===== config.mk =====
export PLATFORM = sky130hd
export DESIGN_NAME = rtcm3_frame_checker_unit
export DESIGN_NICKNAME = d
export VERILOG_FILES = /design/src/hdl/r3fc_pkg.sv /design/src/hdl/rtcm3_frame_checker_unit.sv /design/src/hdl/r3fc_crc_step.sv
export SDC_FILE = /design/constraint.sdc
export NUM_CORES = 1
export LEC_CHECK = 0
export ABC_AREA = 1
export BUFFER_PORTS_ARGS = -buffer_cell sky130_fd_sc_hd__buf_2
export CORE_MARGIN = 4
export CORE_UTILIZATION = 40
export DETAILED_ROUTE_END_ITERATION = 12
export GPL_TIMING_DRIVEN = 0
export PLACE_DENSITY = 0.58
export SYNTH_ARGS = -nofsm -noshare
export SYNTH_HDL_FRONTEND = slang
export SYNTH_SLANG_ARGS = --single-unit

===== constraint.sdc =====
create_clock -name clk -period 6.1 [get_ports clk]
set_input_delay 0.305 -clock clk [delete_from_list [all_inputs] [get_ports clk]]
set_output_delay 0.305 -clock clk [all_outputs]
set_load 0.02 [all_outputs]

===== src/hdl/r3fc_pkg.sv =====
package r3fc_pkg;

  localparam int unsigned CRC_W = 24;
  localparam int unsigned LEN_W = 11;
  localparam int unsigned MSG_W = 12;

  localparam logic [7:0]       PREAMBLE      = 8'hD3;
  localparam logic [7:0]       LEN_HIGH_MASK = 8'hFC;
  localparam logic [LEN_W-1:0] FRAME_EXTRA   = 11'd6;
  localparam logic [CRC_W-1:0] CRC_INIT      = 24'h000000;

  localparam logic [LEN_W-1:0] MSG_HI_BYTE = 11'd3;
  localparam logic [LEN_W-1:0] MSG_LO_BYTE = 11'd4;

  typedef enum logic [1:0] {
    PH_HUNT = 2'd0,
    PH_LENH = 2'd1,
    PH_LENL = 2'd2,
    PH_BODY = 2'd3
  } phase_t;

  localparam logic [CRC_W-1:0] NIB_TAB [16] = '{
    24'h000000, 24'h864CFB, 24'h8AD50D, 24'h0C99F6,
    24'h93E6E1, 24'h15AA1A, 24'h1933EC, 24'h9F7F17,
    24'hA18139, 24'h27CDC2, 24'h2B5434, 24'hAD18CF,
    24'h3267D8, 24'hB42B23, 24'hB8B2D5, 24'h3EFE2E
  };

endpackage


===== src/hdl/rtcm3_frame_checker_unit.sv =====
// Channel  | handshake                  | payload
// ---------+----------------------------+--------------------------------------------
// byte     | byte_valid / byte_stall    | data_byte[7:0]
// result   | result_valid / result_stall| frame_status, message_number, frame_length
//
// One byte beat per cycle while byte_stall is low: an input register feeds the parser
// and CRC-24Q step, which write the result register; result_valid rises at the edge
// on which the last byte of a frame advances out of the input register.
// The sustained rate is set by the combinational two-nibble CRC step.
// Synchronous reset returns the parser to preamble hunting and empties both registers.
// While a result is held by result_stall, the byte held in the input register waits;
// byte_stall rises only when that register is full and cannot advance.
module rtcm3_frame_checker_unit import r3fc_pkg::*; (
  input  logic             clk,
  input  logic             rst,
  input  logic             byte_valid,
  output logic             byte_stall,
  input  logic [7:0]       data_byte,
  output logic             result_valid,
  input  logic             result_stall,
  output logic             frame_status,
  output logic [MSG_W-1:0] message_number,
  output logic [LEN_W-1:0] frame_length
);

  logic             held;
  logic [7:0]       held_byte;
  logic             advance;
  logic             accept;

  phase_t           phase, phase_next;
  logic [LEN_W-1:0] byte_count, byte_count_next;
  logic [LEN_W-1:0] record_length, record_length_next;
  logic [CRC_W-1:0] crc, crc_next;
  logic [MSG_W-1:0] msg, msg_next;
  logic             done;

  logic [CRC_W-1:0] crc_prev;
  logic [CRC_W-1:0] crc_step;

  assign advance    = held && (!result_valid || !result_stall);
  assign byte_stall = held && !advance;
  assign accept     = byte_valid && !byte_stall;

  always_ff @(posedge clk) begin
    if (rst) begin
      held <= 1'b0;
    end else if (accept) begin
      held <= 1'b1;
    end else if (advance) begin
      held <= 1'b0;
    end
    if (accept) begin
      held_byte <= data_byte;
    end
  end

  assign crc_prev = (phase == PH_HUNT) ? CRC_INIT : crc;

  r3fc_crc_step u_crc (
    .crc_prev (crc_prev),
    .data     (held_byte),
    .crc_new  (crc_step)
  );

  always_comb begin
    phase_next         = phase;
    byte_count_next    = byte_count;
    record_length_next = record_length;
    crc_next           = crc;
    msg_next           = msg;
    done               = 1'b0;
    case (phase)
      PH_HUNT: begin
        if (held_byte == PREAMBLE) begin
          crc_next           = crc_step;
          byte_count_next    = 11'd1;
          record_length_next = '0;
          msg_next           = '0;
          phase_next         = PH_LENH;
        end
      end
      PH_LENH: begin
        if ((held_byte & LEN_HIGH_MASK) != 8'h00) begin
          phase_next      = PH_HUNT;
          byte_count_next = '0;
        end else begin
          record_length_next = {1'b0, held_byte[1:0], 8'h00};
          crc_next           = crc_step;
          byte_count_next    = 11'd2;
          phase_next         = PH_LENL;
        end
      end
      PH_LENL: begin
        record_length_next = (record_length | {3'b000, held_byte}) + FRAME_EXTRA;
        crc_next           = crc_step;
        byte_count_next    = 11'd3;
        phase_next         = PH_BODY;
      end
      PH_BODY: begin
        if (byte_count == MSG_HI_BYTE) begin
          msg_next = {held_byte, 4'h0};
        end else if (byte_count == MSG_LO_BYTE) begin
          msg_next = {msg[MSG_W-1:4], held_byte[7:4]};
        end
        crc_next        = crc_step;
        byte_count_next = byte_count + 11'd1;
        if (byte_count_next >= record_length) begin
          done            = 1'b1;
          phase_next      = PH_HUNT;
          byte_count_next = '0;
        end
      end
      default: begin
        phase_next = PH_HUNT;
      end
    endcase
  end

  always_ff @(posedge clk) begin
    if (rst) begin
      phase         <= PH_HUNT;
      byte_count    <= '0;
      record_length <= '0;
      crc           <= CRC_INIT;
      msg           <= '0;
    end else if (advance) begin
      phase         <= phase_next;
      byte_count    <= byte_count_next;
      record_length <= record_length_next;
      crc           <= crc_next;
      msg           <= msg_next;
    end
  end

  always_ff @(posedge clk) begin
    if (rst) begin
      result_valid <= 1'b0;
    end else if (advance && done) begin
      result_valid <= 1'b1;
    end else if (!result_stall) begin
      result_valid <= 1'b0;
    end
    if (advance && done) begin
      frame_status   <= (crc_next != CRC_INIT);
      message_number <= msg_next;
      frame_length   <= record_length;
    end
  end

`ifndef SYNTHESIS
  a_hunt_count_clear: assert property (@(posedge clk) disable iff (rst)
    (phase == PH_HUNT) |-> (byte_count == '0))
    else $error("byte count not clear while hunting");

  a_body_in_frame: assert property (@(posedge clk) disable iff (rst)
    (phase == PH_BODY) |-> (byte_count >= MSG_HI_BYTE && byte_count < record_length))
    else $error("byte count outside frame during body");

  a_done_gives_result: assert property (@(posedge clk) disable iff (rst)
    (advance && done) |=> (result_valid && phase == PH_HUNT))
    else $error("completed frame did not load a result");

  a_result_length: assert property (@(posedge clk) disable iff (rst)
    result_valid |-> (frame_length >= FRAME_EXTRA))
    else $error("result frame length below minimum");
`endif

endmodule


===== src/hdl/r3fc_crc_step.sv =====
module r3fc_crc_step import r3fc_pkg::*; (
  input  logic [CRC_W-1:0] crc_prev,
  input  logic [7:0]       data,
  output logic [CRC_W-1:0] crc_new
);

  logic [CRC_W-1:0] mix;
  logic [CRC_W-1:0] half;

  always_comb begin
    mix     = crc_prev ^ {data, 16'h0000};
    half    = {mix[CRC_W-5:0], 4'h0} ^ NIB_TAB[mix[CRC_W-1:CRC_W-4]];
    crc_new = {half[CRC_W-5:0], 4'h0} ^ NIB_TAB[half[CRC_W-1:CRC_W-4]];
  end

endmodule


==> metrics.yaml <==
fmax_mhz: 273
clkLatencyLatePin_ns: 0.35
drc: 0
antenna_found_initial: 0
path_class: "register to register"
grt_first_pass_wirelength_um: 27400
stdcell_count: 1131
yosys_warnings: 0
final_hold_viol_count: 0
power_density_nw_per_um2: 222
antenna_left: 0
synth_seq_cells: 94
fin_crit_sh_pct: 60.0
cp.required_ns: 6.07
arrival_ns: 3.63
gp_congestion: 0.879
drive_gt1_share_pct: 12.9
grt_use_total_pct: 19.6
post-cts-setup-buffers: 0
p_int_mw: 1.10
vias_per_cell: 5.11
finalMaxSlewViolations: 0
setup.worst_path.end_class: "register"
num_antenna_cells: 0
synthCells: 891
synth_area_leaders: "dfxtp_1, edfxtp_1, nand2_1, inv_1, nand3_1"
vdd_drop_max_mv: 0.152
synth_top_area_share_pct: 20.2
synth_area_per_cell_um2: 6.89
regToRegSetupSlack_ns: 2.44
fin_area_um2: 6870
netlist_area_um2: 6140
period_minus_slack_ns: 3.66
p_clk_share_pct: 39.9
worstRegToRegCells: 14
hp-start: "data_byte[2]"
dp.cells: 1115
comb_power_share_pct: 15.3
die-area_um2: 17400
drt_iter0_markers: 440
die_y_um: 132
rows: 45
synth_cell_types: 40
cp_slowest_cell: "inv_1"
place_area_um2: 6550
dr.pass1.iters: 5
worstMarginPinSlew_ns: 0.978
initial_core_util_pct: 40.7
leakage_nw: 3.27
critPathCapture: "message_number[9]$_DFFE_PP_"
cts_tree: "built"
r2r-start: "byte_count[2]$_SDFFE_PP0P_"
cts_num_sinks: 94
grt_max_degree: 25
h-tree-depth: 3
max_stage_delay_ns: 0.74
ys.flop_type: "dfxtp_1"
post_cts_resized: 0
core-area_um2: 15100
seqPwrFrac_pct: 44.8
dpl.hpwl_um: 12900
yosysTopAreaCell: "dfxtp_1"
wl_um: 17000
nNetsFinal: 968
switching_share_pct: 27.9
maxSlewHeadroom_pct: 34.7
die_x_um: 132
grt-ovfl-total: 0
synth_edf_count: 32
async_reset_ff_share_pct: 0
status: "completed"
r2r-end: "message_number[9]$_DFFE_PP_"
ctsHoldBuffers: 0
startpoint_type: "register"
area_growth_pct: 11.9
yosys.cell_count.top_type: "nand2_1"
port_buffers: 36
grt_pass1_vias: 5275
numCtsBuffers: 9
maxCapViolCount: 0
power.total_mw: 1.52
wl_per_cell_um: 15.0
fin_setup_tns_ns: 0
ios: 38
critPathMaxFanout: 24
rsz0062_at_grt: "no"
hold_class: "input pin to register"
ys_seq_area_share_pct: 35.9
vias: 5775
p_sw_mw: 0.425
cp-startpoint: "byte_count[2]$_SDFFE_PP0P_"
setup_viol: 0
fin_skew_ns: 0.0100
ys_top_cells_by_count: "nand2_1, inv_1, nand3_1, nor2_1, dfxtp_1"
path_cells: "inv_1 -> nor4_1 -> nand4_1 -> nor3_1 -> xor2_1 -> inv_1 -> ha_1 -> nand2_1 -> nor2_1 -> and3_1 -> a211oi_1 -> nand2_1 -> nand3_1 -> inv_1"
cts_buffer_depth: 2
clk_pin_slew_ns: 0.07
cpMostUsedCell: "inv_1"
syn-num-nets: 921
cts_root_buf: "clkbuf_16"
## layout by cell type (no fill, tap or decap), drive strengths merged
master   Yosys  final
nand2      259    259
inv        141    142
nand3       95     95
nor2        78     78
dfxtp       62     62
a21oi       57     57
buf         11     47
o21ai       46     46
edfxtp      32     32
clkbuf      16     27
ha          18     18
xor2        15     15
o211ai       9      9
o22ai        9      9
nor3         8      8
a211oi       8      8
nand4        7      7
nand3b       5      5
nor4         3      3
xnor2        3      3
a31oi        3      3
o32ai        2      2
o21a         2      2
bufinv       0      2
clkinv       0      2
and3         1      1
o2111ai      1      1
## routing by layer
layer	up-vias	routed length (µm)	track usage [%]
li1	2966	-	-
met1	2639	8360	27.7
met2	144	7380	30.2
met3	26	886	3.66
met4	0	382	6.30
met5	-	0	0
## worst max-delay path, delay by kind of cell, from the launching register on
family / cells / cell delay [ns]
flip-flops: 1 / 0.44
XOR/XNOR: 1 / 0.16
AND/OR/NAND/NOR: 8 / 1.37
AO/OA/AOI/OAI: 1 / 0.05
buffers and inverters: 3 / 0.93
adder cells (fa/ha/maj): 1 / 0.31
## through the flow
stage | worst slack (ns) | util, % | hold WS [ns]
2_1_floorplan | 3.06 | - | 0.404
3_3_place_gp | 2.44 | 43.4 | 0.421
3_5_place_dp | 2.41 | 43.4 | 0.430
4_1_cts | 2.40 | 45.5 | 0.113
5_1_grt | 2.03 | 45.5 | 0.108
6_report | 2.44 | 45.5 | 0.124
## power groups by stage
| stage | sequential [mW] | clock (mW) | combinational [mW] |
|---|---|---|---|
| after floorplan | 0.690 | 0 | 0.176 |
| after global placement | 0.696 | 0 | 0.229 |
| after detailed placement | 0.696 | 0 | 0.230 |
| after CTS | 0.682 | 0.619 | 0.231 |
| after global routing | 0.685 | 0.641 | 0.264 |
| final | 0.683 | 0.609 | 0.233 |
## state kept, by name (all words and copies together) (netlist names), named ones only
name            flops
crc                24
message_number     12
msg                12
byte_count         11
frame_length       11
record_length      11
held_byte           8
frame_status        1
held                1
phase               1
result_valid        1
## worst min-delay path by stage
stage                                       endpoint  slack, ns  cells past startpoint
after detailed placement  frame_length[10]$_DFFE_PP_       0.43                      0
final                         held_byte[2]$_DFFE_PP_       0.12                      1
after floorplan               held_byte[0]$_DFFE_PP_       0.40                      0
after global placement     frame_length[6]$_DFFE_PP_       0.42                      0
after global routing          held_byte[2]$_DFFE_PP_       0.11                      1
after CTS                     held_byte[2]$_DFFE_PP_       0.11                      1
## cell type report
cell class	instances	area [µm²]
Fill cell	1641	8220
Multi-Input combinational cell	629	3250
Sequential cell	94	2200
Inverter	141	537
Tap cell	188	235
Clock buffer	11	233
Timing Repair Buffer	36	180
Buffer	27	151
Clock inverter	5	82.6
## cells by family after synthesis
family	count (synthesis)	synth area share, %
buffers and inverters	168	11.2
DFF	94	35.9
adders and majority gates	18	3.67
and+or+nand+nor	456	33.9
xor gates and xnor gates	18	2.57
AOI/OAI and AO/OA	137	12.8
No activity file was read; power rests on OpenSTA's default activity.
